**src/hw/rtl/abcr_pkg.sv**
```systemverilog
// Shared types, constants and helpers for the alternating-bit command responder.
package abcr_pkg;

   localparam int unsigned PEER_SLOTS_DEF   = 4;
   localparam int unsigned MAX_DATAGRAM_DEF = 128;

   localparam logic [31:0] PING_XOR      = 32'h413A0D53;
   localparam logic [7:0]  HDR_A_MASK    = 8'b1000_0000;
   localparam logic [7:0]  HDR_ACK_MASK  = 8'b0100_0000;
   localparam logic [7:0]  HDR_CMD_MASK  = 8'b0000_1111;

   // Reply lengths (bytes after the signature byte)
   localparam logic [2:0] LEN_NONE = 3'd0;
   localparam logic [2:0] LEN_ACK  = 3'd1;
   localparam logic [2:0] LEN_ERR  = 3'd2;
   localparam logic [2:0] LEN_ECHO = 3'd5;

   // Register port
   localparam int unsigned CSR_ADDR_W = 5;
   localparam int unsigned CSR_DATA_W = 32;
   localparam int unsigned REG_IDX_W  = 3;

   localparam logic [REG_IDX_W-1:0] REG_FRAME_SIGNATURE       = 3'd0;
   localparam logic [REG_IDX_W-1:0] REG_PING_OPCODE           = 3'd1;
   localparam logic [REG_IDX_W-1:0] REG_COLOR_OPCODE          = 3'd2;
   localparam logic [REG_IDX_W-1:0] REG_RESPONSE_CODE         = 3'd3;
   localparam logic [REG_IDX_W-1:0] REG_ERROR_CODE            = 3'd4;
   localparam logic [REG_IDX_W-1:0] REG_BAD_LENGTH_ERROR      = 3'd5;
   localparam logic [REG_IDX_W-1:0] REG_UNKNOWN_COMMAND_ERROR = 3'd6;

   // Queue between front and back
   localparam int unsigned QUEUE_DEPTH = 2;
   localparam int unsigned QUEUE_PTR_W = 1;
   localparam int unsigned QUEUE_CNT_W = 2;

   typedef struct packed {
      logic [7:0] frame_signature;
      logic [3:0] ping_opcode;
      logic [3:0] color_opcode;
      logic [6:0] response_code;
      logic [6:0] error_code;
      logic [7:0] bad_length_error;
      logic [7:0] unknown_command_error;
   } cfg_type;

   localparam cfg_type CFG_RESET = '{
      frame_signature:       8'd0,
      ping_opcode:           4'd0,
      color_opcode:          4'd1,
      response_code:         7'd0,
      error_code:            7'd1,
      bad_length_error:      8'd0,
      unknown_command_error: 8'd1
   };

   // Classified datagram, as queued for the back end
   typedef struct packed {
      logic        ignore;
      logic [31:0] sender_id;
      logic [15:0] sender_port;
      logic        abit;
      logic        ack;
      logic        cmd_ping;
      logic        cmd_color;
      logic        ping_len_ok;
      logic        color_len_ok;
      logic [31:0] payload_bytes;
      logic [31:0] now_ms;
   } item_type;

   // One connection table entry
   typedef struct packed {
      logic [31:0] id;
      logic        toggle;
      logic [31:0] age;
      logic [39:0] reply;
      logic [2:0]  reply_length;
   } entry_type;

   localparam entry_type ENTRY_RESET = '{
      id: 32'd0, toggle: 1'b1, age: 32'd0, reply: 40'd0, reply_length: LEN_NONE
   };

   function automatic logic [7:0] header_of(input logic [6:0] code, input logic abit);
      return {abit, code};
   endfunction

endpackage

```
**src/hw/rtl/abcr_if.sv**
```systemverilog
// Request and response channel interfaces of the command responder.
interface abcr_req_if;
   logic        valid;
   logic        ready;
   logic [31:0] sender_id;
   logic [15:0] sender_port;
   logic [15:0] datagram_length;
   logic [7:0]  signature_byte;
   logic [7:0]  header_byte;
   logic [31:0] payload_bytes;
   logic [31:0] now_ms;

   modport source (
      output valid, sender_id, sender_port, datagram_length, signature_byte,
             header_byte, payload_bytes, now_ms,
      input  ready
   );
   modport sink (
      input  valid, sender_id, sender_port, datagram_length, signature_byte,
             header_byte, payload_bytes, now_ms,
      output ready
   );
endinterface

interface abcr_rsp_if;
   logic        valid;
   logic        ready;
   logic        send_reply;
   logic [31:0] dest_id;
   logic [15:0] dest_port;
   logic [2:0]  reply_length;
   logic [39:0] reply_bytes;

   modport source (
      output valid, send_reply, dest_id, dest_port, reply_length, reply_bytes,
      input  ready
   );
   modport sink (
      input  valid, send_reply, dest_id, dest_port, reply_length, reply_bytes,
      output ready
   );
endinterface

```
**src/hw/rtl/abcr_csr.sv**
```systemverilog
// APB-style configuration registers of the command responder.
module abcr_csr (
   input  logic                              clock,
   input  logic                              reset,
   input  logic                              csr_psel,
   input  logic                              csr_penable,
   input  logic                              csr_pwrite,
   input  logic [abcr_pkg::CSR_ADDR_W-1:0]   csr_paddr,
   input  logic [abcr_pkg::CSR_DATA_W-1:0]   csr_pwdata,
   output logic [abcr_pkg::CSR_DATA_W-1:0]   csr_prdata,
   output logic                              csr_pready,
   output abcr_pkg::cfg_type                 cfg
);

   abcr_pkg::cfg_type                    cfg_ff, cfg_in;
   logic [abcr_pkg::REG_IDX_W-1:0]       reg_idx;
   logic                                 wr_en;

   assign reg_idx    = csr_paddr[abcr_pkg::CSR_ADDR_W-1:2];
   assign wr_en      = csr_psel & csr_penable & csr_pwrite;
   assign csr_pready = 1'b1;
   assign cfg        = cfg_ff;

   always_comb begin
      cfg_in = cfg_ff;
      if (wr_en) begin
         unique case (reg_idx)
            abcr_pkg::REG_FRAME_SIGNATURE:       cfg_in.frame_signature = csr_pwdata[7:0];
            abcr_pkg::REG_PING_OPCODE:           cfg_in.ping_opcode = csr_pwdata[3:0];
            abcr_pkg::REG_COLOR_OPCODE:          cfg_in.color_opcode = csr_pwdata[3:0];
            abcr_pkg::REG_RESPONSE_CODE:         cfg_in.response_code = csr_pwdata[6:0];
            abcr_pkg::REG_ERROR_CODE:            cfg_in.error_code = csr_pwdata[6:0];
            abcr_pkg::REG_BAD_LENGTH_ERROR:      cfg_in.bad_length_error = csr_pwdata[7:0];
            abcr_pkg::REG_UNKNOWN_COMMAND_ERROR: cfg_in.unknown_command_error = csr_pwdata[7:0];
            default: ;
         endcase
      end
   end

   always_comb begin
      unique case (reg_idx)
         abcr_pkg::REG_FRAME_SIGNATURE:       csr_prdata = {24'd0, cfg_ff.frame_signature};
         abcr_pkg::REG_PING_OPCODE:           csr_prdata = {28'd0, cfg_ff.ping_opcode};
         abcr_pkg::REG_COLOR_OPCODE:          csr_prdata = {28'd0, cfg_ff.color_opcode};
         abcr_pkg::REG_RESPONSE_CODE:         csr_prdata = {25'd0, cfg_ff.response_code};
         abcr_pkg::REG_ERROR_CODE:            csr_prdata = {25'd0, cfg_ff.error_code};
         abcr_pkg::REG_BAD_LENGTH_ERROR:      csr_prdata = {24'd0, cfg_ff.bad_length_error};
         abcr_pkg::REG_UNKNOWN_COMMAND_ERROR: csr_prdata = {24'd0, cfg_ff.unknown_command_error};
         default:                             csr_prdata = '0;
      endcase
   end

   always_ff @(posedge clock) begin
      if (reset) begin
         cfg_ff <= abcr_pkg::CFG_RESET;
      end else begin
         cfg_ff <= cfg_in;
      end
   end

endmodule

```
**src/hw/rtl/abcr_front.sv**
```systemverilog
// Front end: takes request transfers and classifies each datagram.
module abcr_front #(
   parameter int unsigned MAX_DATAGRAM = abcr_pkg::MAX_DATAGRAM_DEF
) (
   abcr_req_if.sink              req_chan,
   input  abcr_pkg::cfg_type     cfg,
   input  logic                  q_full,
   output logic                  q_push,
   output abcr_pkg::item_type    q_push_item
);

   logic [15:0] dlen;
   logic [3:0]  cmd;
   logic        is_ping;

   assign dlen    = req_chan.datagram_length;
   assign cmd     = 4'(req_chan.header_byte & abcr_pkg::HDR_CMD_MASK);
   assign is_ping = (cmd == cfg.ping_opcode);

   assign req_chan.ready = !q_full;
   assign q_push         = req_chan.valid & !q_full;

   always_comb begin
      q_push_item.ignore        = (req_chan.sender_id == 32'd0) || (dlen == 16'd0)
                                  || (dlen > 16'(MAX_DATAGRAM))
                                  || (req_chan.signature_byte != cfg.frame_signature)
                                  || (dlen == 16'd1);
      q_push_item.sender_id     = req_chan.sender_id;
      q_push_item.sender_port   = req_chan.sender_port;
      q_push_item.abit          = |(req_chan.header_byte & abcr_pkg::HDR_A_MASK);
      q_push_item.ack           = |(req_chan.header_byte & abcr_pkg::HDR_ACK_MASK);
      // ping takes precedence when both opcodes are equal
      q_push_item.cmd_ping      = is_ping;
      q_push_item.cmd_color     = !is_ping && (cmd == cfg.color_opcode);
      q_push_item.ping_len_ok   = (dlen == 16'd6);
      // payload of 1, 3 or 4 bytes
      q_push_item.color_len_ok  = (dlen == 16'd3) || (dlen == 16'd5) || (dlen == 16'd6);
      q_push_item.payload_bytes = req_chan.payload_bytes;
      q_push_item.now_ms        = req_chan.now_ms;
   end

endmodule

```
**src/hw/rtl/abcr_queue.sv**
```systemverilog
// Short FIFO between front and back end.
module abcr_queue (
   input  logic                  clock,
   input  logic                  reset,
   input  logic                  push,
   input  abcr_pkg::item_type    push_item,
   output logic                  full,
   output logic                  q_valid,
   output abcr_pkg::item_type    q_item,
   input  logic                  pop
);

   abcr_pkg::item_type                     store_ff [abcr_pkg::QUEUE_DEPTH];
   logic [abcr_pkg::QUEUE_PTR_W-1:0]       wr_ptr_ff, wr_ptr_in;
   logic [abcr_pkg::QUEUE_PTR_W-1:0]       rd_ptr_ff, rd_ptr_in;
   logic [abcr_pkg::QUEUE_CNT_W-1:0]       count_ff, count_in;
   logic                                   do_push, do_pop;

   assign full    = (count_ff == abcr_pkg::QUEUE_CNT_W'(abcr_pkg::QUEUE_DEPTH));
   assign q_valid = (count_ff != '0);
   assign q_item  = store_ff[rd_ptr_ff];
   assign do_push = push & !full;
   assign do_pop  = pop & q_valid;

   always_comb begin
      wr_ptr_in = do_push ? wr_ptr_ff + 1'b1 : wr_ptr_ff;
      rd_ptr_in = do_pop ? rd_ptr_ff + 1'b1 : rd_ptr_ff;
      count_in  = count_ff;
      if (do_push && !do_pop) begin
         count_in = count_ff + 1'b1;
      end else if (do_pop && !do_push) begin
         count_in = count_ff - 1'b1;
      end
   end

   always_ff @(posedge clock) begin
      if (reset) begin
         wr_ptr_ff <= '0;
         rd_ptr_ff <= '0;
         count_ff  <= '0;
      end else begin
         wr_ptr_ff <= wr_ptr_in;
         rd_ptr_ff <= rd_ptr_in;
         count_ff  <= count_in;
      end
   end

   always_ff @(posedge clock) begin
      if (do_push) begin
         store_ff[wr_ptr_ff] <= push_item;
      end
   end

endmodule

```
**src/hw/rtl/abcr_back.sv**
```systemverilog
// Back end: connection table scan, reply build and response register.
module abcr_back #(
   parameter int unsigned PEER_SLOTS = abcr_pkg::PEER_SLOTS_DEF
) (
   input  logic                  clock,
   input  logic                  reset,
   input  abcr_pkg::cfg_type     cfg,
   input  logic                  q_valid,
   input  abcr_pkg::item_type    q_item,
   output logic                  q_pop,
   abcr_rsp_if.source            rsp_chan
);

   localparam int unsigned SLOT_W = (PEER_SLOTS > 1) ? $clog2(PEER_SLOTS) : 1;
   localparam logic [SLOT_W-1:0] LAST_SLOT = SLOT_W'(PEER_SLOTS - 1);

   localparam logic [2:0] ST_IDLE  = 3'd0;
   localparam logic [2:0] ST_SCAN  = 3'd1;
   localparam logic [2:0] ST_DRAIN = 3'd2;
   localparam logic [2:0] ST_FETCH = 3'd3;
   localparam logic [2:0] ST_BUILD = 3'd4;

   abcr_pkg::entry_type   peer_mem [PEER_SLOTS];
   logic [PEER_SLOTS-1:0] valid_ff, valid_in;

   logic [2:0]            state_ff, state_in;
   logic [SLOT_W-1:0]     scan_cnt_ff, scan_cnt_in;
   logic                  eval_ff, eval_in;
   logic [SLOT_W-1:0]     rd_idx_ff;
   abcr_pkg::entry_type   rd_data_ff;
   logic                  hit_ff, hit_in;
   logic [SLOT_W-1:0]     hit_idx_ff, hit_idx_in;
   logic [SLOT_W-1:0]     victim_ff, victim_in;
   logic [31:0]           best_age_ff, best_age_in;

   logic                  rsp_valid_ff, rsp_valid_in;
   logic                  send_ff, send_in;
   logic [31:0]           dest_id_ff, dest_id_in;
   logic [15:0]           dest_port_ff, dest_port_in;
   logic [2:0]            rlen_ff, rlen_in;
   logic [39:0]           rbytes_ff, rbytes_in;

   abcr_pkg::entry_type   rd_entry, cur, new_entry;
   logic [SLOT_W-1:0]     slot, rd_addr;
   logic                  out_free, ign_done, commit, match, better;
   logic                  isnew, built, send;
   logic [39:0]           rep;
   logic [2:0]            rep_len;
   logic [7:0]            hdr_ok, hdr_err;

   assign out_free = !rsp_valid_ff || rsp_chan.ready;
   assign slot     = hit_ff ? hit_idx_ff : victim_ff;
   assign rd_addr  = (state_ff == ST_SCAN) ? scan_cnt_ff : slot;
   assign rd_entry = valid_ff[rd_idx_ff] ? rd_data_ff : abcr_pkg::ENTRY_RESET;
   assign ign_done = (state_ff == ST_IDLE) && q_valid && q_item.ignore && out_free;
   assign commit   = (state_ff == ST_BUILD) && out_free;
   assign q_pop    = ign_done || commit;

   // scan evaluation: first id match wins; oldest age, lowest index on a tie
   assign match  = eval_ff && !hit_ff && (rd_entry.id == q_item.sender_id);
   assign better = eval_ff && ((rd_idx_ff == '0) || (rd_entry.age < best_age_ff));

   // reply build for the selected slot
   always_comb begin
      cur = '{id: q_item.sender_id, toggle: 1'b1, age: q_item.now_ms, reply: 40'd0,
              reply_length: abcr_pkg::LEN_NONE};
      if (hit_ff) begin
         cur = rd_entry;
      end
      isnew   = (q_item.abit != cur.toggle);
      hdr_ok  = abcr_pkg::header_of(cfg.response_code, q_item.abit);
      hdr_err = abcr_pkg::header_of(cfg.error_code, q_item.abit);
      built   = 1'b0;
      rep     = {32'd0, hdr_ok};
      rep_len = abcr_pkg::LEN_ACK;
      if (q_item.cmd_ping) begin
         built = q_item.ping_len_ok && isnew;
         if (!q_item.ack) begin
            rep     = {q_item.payload_bytes ^ abcr_pkg::PING_XOR, hdr_ok};
            rep_len = abcr_pkg::LEN_ECHO;
         end
      end else if (q_item.cmd_color) begin
         built = q_item.ack && isnew;
         if (!q_item.color_len_ok) begin
            rep     = {24'd0, cfg.bad_length_error, hdr_err};
            rep_len = abcr_pkg::LEN_ERR;
         end
      end else begin
         built   = q_item.ack && isnew;
         rep     = {24'd0, cfg.unknown_command_error, hdr_err};
         rep_len = abcr_pkg::LEN_ERR;
      end
      new_entry = cur;
      if (built) begin
         new_entry.reply        = rep;
         new_entry.reply_length = rep_len;
         new_entry.toggle       = !cur.toggle;
      end
      send = q_item.ack && (new_entry.reply_length != abcr_pkg::LEN_NONE);
   end

   always_comb begin
      state_in    = state_ff;
      scan_cnt_in = scan_cnt_ff;
      eval_in     = (state_ff == ST_SCAN);
      hit_in      = hit_ff | match;
      hit_idx_in  = match ? rd_idx_ff : hit_idx_ff;
      victim_in   = better ? rd_idx_ff : victim_ff;
      best_age_in = better ? rd_entry.age : best_age_ff;
      valid_in    = valid_ff;
      if (commit) begin
         valid_in[slot] = 1'b1;
      end
      unique case (state_ff)
         ST_IDLE: begin
            scan_cnt_in = '0;
            hit_in      = 1'b0;
            if (q_valid && !q_item.ignore) begin
               state_in = ST_SCAN;
            end
         end
         ST_SCAN: begin
            scan_cnt_in = scan_cnt_ff + 1'b1;
            if (scan_cnt_ff == LAST_SLOT) begin
               state_in = ST_DRAIN;
            end
         end
         ST_DRAIN: state_in = ST_FETCH;
         ST_FETCH: state_in = ST_BUILD;
         ST_BUILD: begin
            if (out_free) begin
               state_in = ST_IDLE;
            end
         end
         default: state_in = ST_IDLE;
      endcase
   end

   always_comb begin
      rsp_valid_in = rsp_valid_ff && !rsp_chan.ready;
      send_in      = send_ff;
      dest_id_in   = dest_id_ff;
      dest_port_in = dest_port_ff;
      rlen_in      = rlen_ff;
      rbytes_in    = rbytes_ff;
      if (ign_done || commit) begin
         rsp_valid_in = 1'b1;
         send_in      = commit && send;
         dest_id_in   = '0;
         dest_port_in = '0;
         rlen_in      = abcr_pkg::LEN_NONE;
         rbytes_in    = '0;
         if (commit && send) begin
            dest_id_in   = q_item.sender_id;
            dest_port_in = q_item.sender_port;
            rlen_in      = new_entry.reply_length;
            rbytes_in    = new_entry.reply;
         end
      end
   end

   always_ff @(posedge clock) begin
      if (reset) begin
         state_ff     <= ST_IDLE;
         valid_ff     <= '0;
         rsp_valid_ff <= 1'b0;
         eval_ff      <= 1'b0;
         hit_ff       <= 1'b0;
      end else begin
         state_ff     <= state_in;
         valid_ff     <= valid_in;
         rsp_valid_ff <= rsp_valid_in;
         eval_ff      <= eval_in;
         hit_ff       <= hit_in;
      end
   end

   always_ff @(posedge clock) begin
      scan_cnt_ff  <= scan_cnt_in;
      hit_idx_ff   <= hit_idx_in;
      victim_ff    <= victim_in;
      best_age_ff  <= best_age_in;
      send_ff      <= send_in;
      dest_id_ff   <= dest_id_in;
      dest_port_ff <= dest_port_in;
      rlen_ff      <= rlen_in;
      rbytes_ff    <= rbytes_in;
   end

   // connection table: one write port, one registered read port
   always_ff @(posedge clock) begin
      if (commit) begin
         peer_mem[slot] <= new_entry;
      end
      rd_data_ff <= peer_mem[rd_addr];
      rd_idx_ff  <= rd_addr;
   end

   assign rsp_chan.valid        = rsp_valid_ff;
   assign rsp_chan.send_reply   = send_ff;
   assign rsp_chan.dest_id      = dest_id_ff;
   assign rsp_chan.dest_port    = dest_port_ff;
   assign rsp_chan.reply_length = rlen_ff;
   assign rsp_chan.reply_bytes  = rbytes_ff;

   a_pop_nonempty: assert property (@(posedge clock) disable iff (reset)
      q_pop |-> q_valid)
      else $error("queue popped while empty");

   a_commit_marks_valid: assert property (@(posedge clock) disable iff (reset)
      commit |=> (valid_ff != '0))
      else $error("table entry not marked valid after commit");

   a_build_after_fetch: assert property (@(posedge clock) disable iff (reset)
      (state_ff == ST_BUILD) |-> ($past(state_ff) == ST_FETCH || $past(state_ff) == ST_BUILD))
      else $error("build entered without table fetch");

   a_silent_is_zero: assert property (@(posedge clock) disable iff (reset)
      (rsp_valid_ff && !send_ff) |->
         (dest_id_ff == '0 && dest_port_ff == '0 && rlen_ff == '0 && rbytes_ff == '0))
      else $error("silent result carries non-zero fields");

   a_send_has_length: assert property (@(posedge clock) disable iff (reset)
      (rsp_valid_ff && send_ff) |-> (rlen_ff != abcr_pkg::LEN_NONE))
      else $error("reply sent with zero length");

endmodule

```
**src/hw/rtl/alt_bit_command_responder_top.sv**
```systemverilog
// Top level of the alternating-bit command responder.
//
// req_chan carries one received datagram summary per transfer (valid/ready).
// rsp_chan returns exactly one result per request, in request order; a result
// with send_reply low has all other fields zero.
// csr_* is an APB-style register port; registers sit at byte address 4*i and
// must be written only while the block is idle, which the block does not enforce.
// Requests pass a classifier into a two-entry queue. The queue also holds the
// request the back end is working on, so one more request is taken while the
// back end is busy or the receiver stalls.
// Packets that are ignored retire at one per cycle while rsp_chan.ready stays high.
// A valid packet is handled in the back end as follows: the connection
// table is scanned one slot per cycle through its single read port, then the
// chosen slot is read back, updated and the result registered.
// While rsp_chan.ready is low the result register holds and the back end
// waits; the queue then fills and req_chan.ready drops.
// Synchronous reset empties the queue, drops any pending result, returns the
// registers to their defaults and marks every table slot empty.
module alt_bit_command_responder_top #(
   parameter int unsigned PEER_SLOTS   = abcr_pkg::PEER_SLOTS_DEF,
   parameter int unsigned MAX_DATAGRAM = abcr_pkg::MAX_DATAGRAM_DEF
) (
   input  logic                              clock,
   input  logic                              reset,
   abcr_req_if.sink                          req_chan,
   abcr_rsp_if.source                        rsp_chan,
   input  logic                              csr_psel,
   input  logic                              csr_penable,
   input  logic                              csr_pwrite,
   input  logic [abcr_pkg::CSR_ADDR_W-1:0]   csr_paddr,
   input  logic [abcr_pkg::CSR_DATA_W-1:0]   csr_pwdata,
   output logic [abcr_pkg::CSR_DATA_W-1:0]   csr_prdata,
   output logic                              csr_pready
);

   abcr_pkg::cfg_type   cfg;
   abcr_pkg::item_type  push_item, q_item;
   logic                push, full, q_valid, q_pop;

   abcr_csr u_csr (
      .clock       (clock),
      .reset       (reset),
      .csr_psel    (csr_psel),
      .csr_penable (csr_penable),
      .csr_pwrite  (csr_pwrite),
      .csr_paddr   (csr_paddr),
      .csr_pwdata  (csr_pwdata),
      .csr_prdata  (csr_prdata),
      .csr_pready  (csr_pready),
      .cfg         (cfg)
   );

   abcr_front #(
      .MAX_DATAGRAM (MAX_DATAGRAM)
   ) u_front (
      .req_chan    (req_chan),
      .cfg         (cfg),
      .q_full      (full),
      .q_push      (push),
      .q_push_item (push_item)
   );

   abcr_queue u_queue (
      .clock     (clock),
      .reset     (reset),
      .push      (push),
      .push_item (push_item),
      .full      (full),
      .q_valid   (q_valid),
      .q_item    (q_item),
      .pop       (q_pop)
   );

   abcr_back #(
      .PEER_SLOTS (PEER_SLOTS)
   ) u_back (
      .clock    (clock),
      .reset    (reset),
      .cfg      (cfg),
      .q_valid  (q_valid),
      .q_item   (q_item),
      .q_pop    (q_pop),
      .rsp_chan (rsp_chan)
   );

endmodule
```
**src/flat_wrapper.sv**
```systemverilog
// flat-port wrapper written by rule: the top's interface ports become plain ports
module alt_bit_command_responder_top_flat 
#(
   parameter int unsigned PEER_SLOTS   = abcr_pkg::PEER_SLOTS_DEF,
   parameter int unsigned MAX_DATAGRAM = abcr_pkg::MAX_DATAGRAM_DEF
)
  (clock, reset, csr_psel, csr_penable, csr_pwrite, csr_paddr, csr_pwdata, csr_prdata, csr_pready, req_chan_valid, req_chan_sender_id, req_chan_sender_port, req_chan_datagram_length, req_chan_signature_byte, req_chan_header_byte, req_chan_payload_bytes, req_chan_now_ms, req_chan_ready, rsp_chan_valid, rsp_chan_send_reply, rsp_chan_dest_id, rsp_chan_dest_port, rsp_chan_reply_length, rsp_chan_reply_bytes, rsp_chan_ready);
  abcr_req_if req_chan_i ();
  abcr_rsp_if rsp_chan_i ();
  input  logic clock;
  input  logic reset;
  input  logic csr_psel;
  input  logic csr_penable;
  input  logic csr_pwrite;
  input  logic [abcr_pkg::CSR_ADDR_W-1:0] csr_paddr;
  input  logic [abcr_pkg::CSR_DATA_W-1:0] csr_pwdata;
  output logic [abcr_pkg::CSR_DATA_W-1:0] csr_prdata;
  output logic csr_pready;
  input wire logic [$bits(req_chan_i.valid)-1:0] req_chan_valid;
  input wire logic [$bits(req_chan_i.sender_id)-1:0] req_chan_sender_id;
  input wire logic [$bits(req_chan_i.sender_port)-1:0] req_chan_sender_port;
  input wire logic [$bits(req_chan_i.datagram_length)-1:0] req_chan_datagram_length;
  input wire logic [$bits(req_chan_i.signature_byte)-1:0] req_chan_signature_byte;
  input wire logic [$bits(req_chan_i.header_byte)-1:0] req_chan_header_byte;
  input wire logic [$bits(req_chan_i.payload_bytes)-1:0] req_chan_payload_bytes;
  input wire logic [$bits(req_chan_i.now_ms)-1:0] req_chan_now_ms;
  output wire logic [$bits(req_chan_i.ready)-1:0] req_chan_ready;
  output wire logic [$bits(rsp_chan_i.valid)-1:0] rsp_chan_valid;
  output wire logic [$bits(rsp_chan_i.send_reply)-1:0] rsp_chan_send_reply;
  output wire logic [$bits(rsp_chan_i.dest_id)-1:0] rsp_chan_dest_id;
  output wire logic [$bits(rsp_chan_i.dest_port)-1:0] rsp_chan_dest_port;
  output wire logic [$bits(rsp_chan_i.reply_length)-1:0] rsp_chan_reply_length;
  output wire logic [$bits(rsp_chan_i.reply_bytes)-1:0] rsp_chan_reply_bytes;
  input wire logic [$bits(rsp_chan_i.ready)-1:0] rsp_chan_ready;
  assign req_chan_i.valid = req_chan_valid;
  assign req_chan_i.sender_id = req_chan_sender_id;
  assign req_chan_i.sender_port = req_chan_sender_port;
  assign req_chan_i.datagram_length = req_chan_datagram_length;
  assign req_chan_i.signature_byte = req_chan_signature_byte;
  assign req_chan_i.header_byte = req_chan_header_byte;
  assign req_chan_i.payload_bytes = req_chan_payload_bytes;
  assign req_chan_i.now_ms = req_chan_now_ms;
  assign req_chan_ready = req_chan_i.ready;
  assign rsp_chan_valid = rsp_chan_i.valid;
  assign rsp_chan_send_reply = rsp_chan_i.send_reply;
  assign rsp_chan_dest_id = rsp_chan_i.dest_id;
  assign rsp_chan_dest_port = rsp_chan_i.dest_port;
  assign rsp_chan_reply_length = rsp_chan_i.reply_length;
  assign rsp_chan_reply_bytes = rsp_chan_i.reply_bytes;
  assign rsp_chan_i.ready = rsp_chan_ready;
  alt_bit_command_responder_top #(.PEER_SLOTS(PEER_SLOTS), .MAX_DATAGRAM(MAX_DATAGRAM)) u_core (.clock(clock), .reset(reset), .req_chan(req_chan_i), .rsp_chan(rsp_chan_i), .csr_psel(csr_psel), .csr_penable(csr_penable), .csr_pwrite(csr_pwrite), .csr_paddr(csr_paddr), .csr_pwdata(csr_pwdata), .csr_prdata(csr_prdata), .csr_pready(csr_pready));
endmodule
```
**config.mk**
```make
export PLATFORM = sky130hd
export DESIGN_NAME = alt_bit_command_responder_top_flat
export DESIGN_NICKNAME = d
export VERILOG_FILES = /design/src/hw/rtl/abcr_pkg.sv /design/src/hw/rtl/abcr_if.sv /design/src/hw/rtl/abcr_csr.sv /design/src/hw/rtl/abcr_front.sv /design/src/hw/rtl/abcr_queue.sv /design/src/hw/rtl/abcr_back.sv /design/src/hw/rtl/alt_bit_command_responder_top.sv /design/src/flat_wrapper.sv
export SDC_FILE = /design/constraint.sdc
export NUM_CORES = 1
export LEC_CHECK = 0
export ABC_AREA = 1
export BUFFER_PORTS_ARGS = -buffer_cell sky130_fd_sc_hd__buf_2
export CORE_MARGIN = 1
export CORE_UTILIZATION = 59
export DETAILED_ROUTE_END_ITERATION = 7
export MAX_ROUTING_LAYER = met4
export PLACE_DENSITY_LB_ADDON = 0.25
export SYNTH_ARGS = -nofsm -noshare
export SYNTH_HDL_FRONTEND = slang
export SYNTH_SLANG_ARGS = --single-unit
```
**constraint.sdc**
```tcl
create_clock -name clock -period 11.8 [get_ports clock]
set_clock_uncertainty 0.1 [all_clocks]
set_input_delay 0.59 -clock clock [delete_from_list [all_inputs] [get_ports clock]]
set_output_delay 0.59 -clock clock [all_outputs]
set_load 0.005 [all_outputs]
```
# Word level (Yosys, flattened, before mapping)
# Memories as Yosys holds them, arrays and structs flattened. A register that Yosys moved wholly into a read port is not among the register bits.
# Cells that the tools add are included.
[op_classes]
n_addsub = 5
n_bitwise = 8
n_reduce_logical = 53
order_cmp = 5
eq_ne = 24
n_mux = 34
[ops]
columns = ["op", "count"]
rows = [
  ["$mux W108", 2],
  ["$mux W40", 3],
  ["$pmux W8 S7", 1],
  ["$mux W43", 1],
  ["$eq A16 B3 Y1 const B", 2],
  ["$eq A32 B32 Y1", 1],
  ["$logic_not A32 Y1", 1],
  ["$lt A32 B32 Y1", 1],
  ["$mux W3", 6],
  ["$logic_and A1 B1 Y1", 17],
  ["$eq A16 B1 Y1 const B", 1],
  ["$eq A16 B2 Y1 const B", 1],
  ["$gt A16 B8 Y1 const B", 1],
  ["$logic_not A16 Y1", 1],
  ["$mux W16", 1],
  ["$pmux W3 S5", 1],
  ["$reduce_and A2 Y1", 7],
  ["$not A13 Y13", 1],
  ["$eq A3 B2 Y1 const B", 4],
  ["$eq A3 B3 Y1 const B", 4],
  ["$mux W1", 11],
  ["$mux W2", 5],
  ["$logic_not A1 Y1", 9],
  ["$logic_or A1 B1 Y1", 9],
  ["24 further kinds", 38],
]
[totals]
register_bits = 192
word_cells = 156
mem_count = 2
mem_bits_rw = 670
output_inout_bits = 127
[memory_table]
columns = ["name", "words", "word_bits", "rd", "rd_clocked_by_memory_dff", "wr", "line", "source"]
rows = [
  ["u_core.u_back.peer_mem", 4, 108, 1, 1, 1, "abcr_back.sv:23", "abcr_pkg::entry_type peer_mem [PEER_SLOTS];"],
  ["u_core.u_queue.store_ff", 2, 119, 1, 1, 1, "abcr_queue.sv:13", "abcr_pkg::item_type store_ff [abcr_pkg::QUEUE_DEPTH];"],
]

# Depth between registers and ports, before layout
[depth]
depth_word = 11
depth_mapped = 20
mapped_depth_nobuf = 18

# Modules after synthesis
# A second synthesis with hierarchy kept.
[unflattened]
cells_unflattened = 3340
hier_area_um2 = 39536.7
[by_module_without_submodules]
columns = ["module", "cells_per_inst", "n_inst", "area_each_um2"]
rows = [
  ["abcr_back", 2296, 1, 26780.7],
  ["abcr_queue", 407, 1, 8869.8],
  ["abcr_csr", 404, 1, 2519.9],
  ["abcr_front", 233, 1, 1366.3],
]

# Worst setup path after synthesis
# OpenSTA, ideal clock, no wires.
[synth_path]
path_type = "register to register"
start = "reg (tool-made name)"
end = "reg u_core.u_queue.count_ff[1] (netlist bit)"
path_buffers = 2
t_arrival_ns = 9.345
path_slack_ns = 2.232
stages_incl_launch_ff = 13
required_time_ns = 11.578
path_cell_list = "dfxtp_1 -> buf_6 -> clkbuf_1 -> nand2_1 -> nand2_1 -> nand3_1 -> o21ai_0 -> nand2_1 -> ha_1 -> a21oi_1 -> o21ai_0 -> o21ai_0 -> a21oi_1"
[synth_lines]
columns = ["item", "line", "source"]
rows = [
  ["end signal, assigned", "abcr_queue.sv:44", "count_ff <= count_in;"],
  ["end, declared", "abcr_queue.sv:16", "logic [abcr_pkg::QUEUE_CNT_W-1:0] count_ff, count_in;"],
]

# Worst setup path in the final report
[layout_path]
start = "reg u_core.u_back.rd_idx_ff[0]"
end = "reg u_core.u_back.dest_id_ff[14], in the netlist u_core.u_back.rsp_chan.dest_id[14] (data pin)"
[layout_via]
elab_chain_cells = 11
word_cells_on_any_way = 12
classes_between = "eq/ne (1); mux (6); reduce/logical (5)"
[layout_rtl]
columns = ["item", "line", "source"]
rows = [
  ["start, declared", "abcr_back.sv:29", "logic [SLOT_W-1:0] rd_idx_ff;"],
  ["start signal, assigned", "abcr_back.sv:196", "rd_idx_ff <= rd_addr;"],
  ["$bmux W1 S2 (*)", "abcr_back.sv:54", "assign rd_entry = valid_ff[rd_idx_ff] ? rd_data_ff : abcr_pkg::ENTRY_RESET;"],
  ["$mux W1 (implied by the code) (*)", "abcr_back.sv:54", ""],
  ["$mux W108 (*)", "abcr_back.sv:54", ""],
  ["$mux W108 (*)", "abcr_back.sv:67", "if (hit_ff) begin"],
  ["$ne A1 B1 Y1", "abcr_back.sv:70", "isnew = (q_item.abit != cur.toggle);"],
  ["$logic_and A1 B1 Y1, on equally long branches", "abcr_back.sv:83, abcr_back.sv:89, abcr_back.sv:77", ""],
  ["$mux W1", "abcr_back.sv:76", "if (q_item.cmd_ping) begin"],
  ["$mux W43 (*)", "abcr_back.sv:94", "if (built) begin"],
  ["$reduce_bool A3 Y1 (*)", "abcr_back.sv:99", "send = q_item.ack && (new_entry.reply_length != abcr_pkg::LEN_NONE);"],
  ["$logic_and A1 B1 Y1 (*)", "abcr_back.sv:99", ""],
  ["$logic_and A1 B1 Y1 (*)", "abcr_back.sv:153", "if (commit && send) begin"],
  ["end signal, assigned", "abcr_back.sv:184", "dest_id_ff <= dest_id_in;"],
  ["end, declared", "abcr_back.sv:38", "logic [31:0] dest_id_ff, dest_id_in;"],
]
# Every way passes the cells marked *; elsewhere a longest branch is shown, timed or not. The select of a mux whose other input is x is not followed.
# A chain may end at the register's enable or synchronous reset.

==> qor.csv <==
stage;metric;value;unit
die;die_h;253;um
die;num_io_pins;315;
detailed_routing;drt.antenna.violating_nets;0;
worst_setup_path;startpoint;u_core.u_back.rd_idx_ff[0];
cells_and_area;area_delta_synth_final;14.1;%
worst_setup_path;crit_path_top_delay_cell;nand2_2;
clocking;htree_levels;3;
global_routing;grt_use_total;28.0;%
power;power-per-cell-area;225;nW/um^2
detailed_routing;drcViolationCount;0;
worst_setup_path;endpoint;u_core.u_back.rsp_chan.dest_id[14];
global_routing;antenna_found_initial;5;
timing;final.setup.tns;0;ns
global_routing;overflow;0;
worst_setup_path;required;12.06;ns
power;p_total;9590;uW
clocking;post_cts_resized;0;
run_status;outcome;complete, no violations;
clocking;cts-buffers-inserted;93;
timing;setup_viol;0;
clocking;cts_max_path_buffers;3;
cells_and_area;post-route-util;68.6;%
clocking;clk_latency;0.65;ns
detailed_routing;drt_iter0_drc;2245;
synth;synth_area;37300;um^2
clocking;cts_tree;done;
cells_and_area;final-instance-count-excl-fill;4151;
worst_setup_path;timing.rr.start;u_core.u_back.rd_idx_ff[0];
global_routing;grt_pass1_wl;132000;um
power;ir_drop;0.000182;V
place;dp_hpwl;50600;um
clocking;cts_root_buffer;clkbuf_16;
synth;yosysSeqAreaShare;73.6;%
place;dpl_cell_area;39200;um^2
detailed_routing;num_vias;23934;
cells_and_area;finalInstanceArea;42600;um^2
synth;synth_cell_types;58;
detailed_routing;detail_route.wl_per_cell;21.2;um
die;die-width;253;um
timing;period_share;45.3;%
synth;synth-edff-count;800;
clocking;numClockSinks;971;
global_routing;grt_pass1_vias;24027;
detailed_routing;dr.pass1.iters;6;
timing;period_needed;5.35;ns
min_path;hold_path_class;in2reg;
timing;slew_headroom;7.26;%
job;cap_violations;0;
worst_setup_path;crit_chain;inv_2 > nand2_1 > nand3_1 > nand2_2 > buf_4 > nand2_4 > o211ai_2 > nand2_4 > inv_4 > o211ai_1 > o21ai_4 > buf_4 > nor2_1;
worst_setup_path;end_kind;flip-flop;
worst_setup_path;rr_worst_depth;13;
synth;ys_warn_count;0;
detailed_routing;routed_via_density;5.77;
worst_setup_path;crit_cells;13;
worst_setup_path;cpPeakStageDelay;0.83;ns
place;port_buffers;261;
timing;fmax;187;MHz
timing;rsz0062_at_grt;no;
synth;synth-main-ff-cell;edfxtp_1;
die;core-area;62100;um^2
die;dieArea;64200;um^2
cells_and_area;final_cell_mix;edfxtp_1 (800), nor2_1 (443), o21ai_0 (373);
cells_and_area;final_common_cell;edfxtp_1;
worst_setup_path;cp_max_fo;66;
place;gp_congestion;0.873;
worst_setup_path;cp-start-kind;flip-flop;
synth;synth_seq_cells;971;
worst_setup_path;path_buf_inv;4;
timing;hold_violations;0;
die;start_util;60.1;%
synth;postSynthCellCount;2966;
synth;synth_async_sr_flop_share;0;%
worst_setup_path;path_class;reg2reg;
timing;drv_slew;0;
power;leakagePower;0.0158;uW
global_routing;grt_max_degree;217;
worst_setup_path;worstReg2RegEnd;u_core.u_back.rsp_chan.dest_id[14];
worst_setup_path;ff2ff_setup_slack;6.45;ns
cells_and_area;nNetsFinal;3451;
worst_setup_path;cp.arrival;5.61;ns
place;dpl.cell_count;3954;
timing;tightest_slew;1.39;ns
cells_and_area;layout-drive-gt1-share;14.6;%
die;rows;91;
worst_setup_path;crit_family;buffers and inverters;
clocking;cts.reportedPaths.clkPinSlew;0.07;ns
detailed_routing;drt-total-wl;87800;um
synth;avgSynthCellArea;12.6;um^2
## cell usage after synthesis (5+ instances only)
cell      count  area [um^2]
a21oi_1      50          250
a221oi_1      9         78.8
a22oi_1       9         67.6
buf_1        11         41.3
buf_2        39          195
buf_4        31          233
buf_6         9          101
clkbuf_1     74          278
dfxtp_1     171         3420
edfxtp_1    800        24000
ha_1         33          413
inv_1       229          860
inv_2         7         26.3
mux2i_1      42          420
nand2_1     271         1020
nand3_1      57          285
nand4_1      13         81.3
nor2_1      445         1670
nor3_1       14         70.1
nor4_1       12         75.1
o21ai_0     374         1870
o21ai_1      15         75.1
o221ai_1      5         43.8
o22ai_1     155          970
or2_2        12         75.1
xnor2_1      15          131
xor2_1       13          114
## worst min path at each step
stage                                          start                        endpoint  slack, ns  depth (start not counted)
after detailed placement   u_core.u_back.valid_ff[0]       u_core.u_back.valid_ff[0]       0.36                          2
final                      req_chan_payload_bytes[0]  u_core.u_queue.store_ff[1][32]       0.02                          1
after global placement      u_core.u_queue.rd_ptr_ff                       flip-flop       0.35                          2
after global routing       req_chan_payload_bytes[6]  u_core.u_queue.store_ff[0][38]       0.01                          1
after floorplan            u_core.u_back.valid_ff[0]       u_core.u_back.valid_ff[0]       0.34                          2
after CTS                 req_chan_payload_bytes[24]  u_core.u_queue.store_ff[0][56]    0.00009                          1
## report_power, final
part           switching (uW)  internal (uW)  leakage [uW]
registers                 189           4390       0.00887
clock network            1270           1760       0.00156
logic                    1420            558       0.00535
total                    2880           6710        0.0158
## cells by family after synthesis
logic type / Yosys count / share of synthesized area [%]
flops: 971 / 73.6
simple gates: 840 / 9.13
compound gates: 645 / 9.65
buf+inv: 405 / 4.71
mux: 42 / 1.13
fa+ha+maj: 33 / 1.11
xor+xnor: 28 / 0.658
other cells: 2 / 0.0201
## cell type report
| type | instances | area [um^2] |
|---|---|---|
| antenna | 4 | 10.0 |
| clock buffer | 121 | 2600 |
| clock inverter | 54 | 571 |
| fill | 4276 | 19500 |
| inverter | 240 | 920 |
| multi-input combinational | 1613 | 8240 |
| sequential | 971 | 27500 |
| tap | 837 | 1050 |
| timing repair buffer | 311 | 1730 |
## registers in the layout, summed over array words and instances, names as in the netlist, 2 cells and up, named ones only
signal	count
u_core.u_back.best_age_ff	32
u_core.u_back.hit_idx_ff	2
u_core.u_back.peer_mem	432
u_core.u_back.rd_data_ff	108
u_core.u_back.rd_idx_ff	2
u_core.u_back.rsp_chan.dest_id	32
u_core.u_back.rsp_chan.dest_port	16
u_core.u_back.rsp_chan.reply_bytes	40
u_core.u_back.rsp_chan.reply_length	3
u_core.u_back.scan_cnt_ff	2
u_core.u_back.state_ff	3
u_core.u_back.valid_ff	4
u_core.u_back.victim_ff	2
u_core.u_csr.cfg	46
u_core.u_queue.count_ff	2
u_core.u_queue.store_ff	238
## timing repair
action,CTS,global route
hold buffers,18,0
setup buffers,0,0
endpoints found under the hold margin,34,0
## through the flow
stage,hold WS (ns),setup slack [ns]
6_report,0.0246,6.45
5_1_grt,0.0136,6.18
4_1_cts,0.0000909,6.52
3_5_place_dp,0.360,6.60
3_3_place_gp,0.346,6.77
2_1_floorplan,0.335,2.23
## layer usage
metal  up-vias  track usage, %  part of all wire [%]
met4         0            10.7                   3.1
met3       170            4.76                   7.8
met5         -               -                     0
met2      1035            44.3                    48
met1     11706            36.4                    41
li1      11023               -                     -
Power figures use the tool's default switching activity.
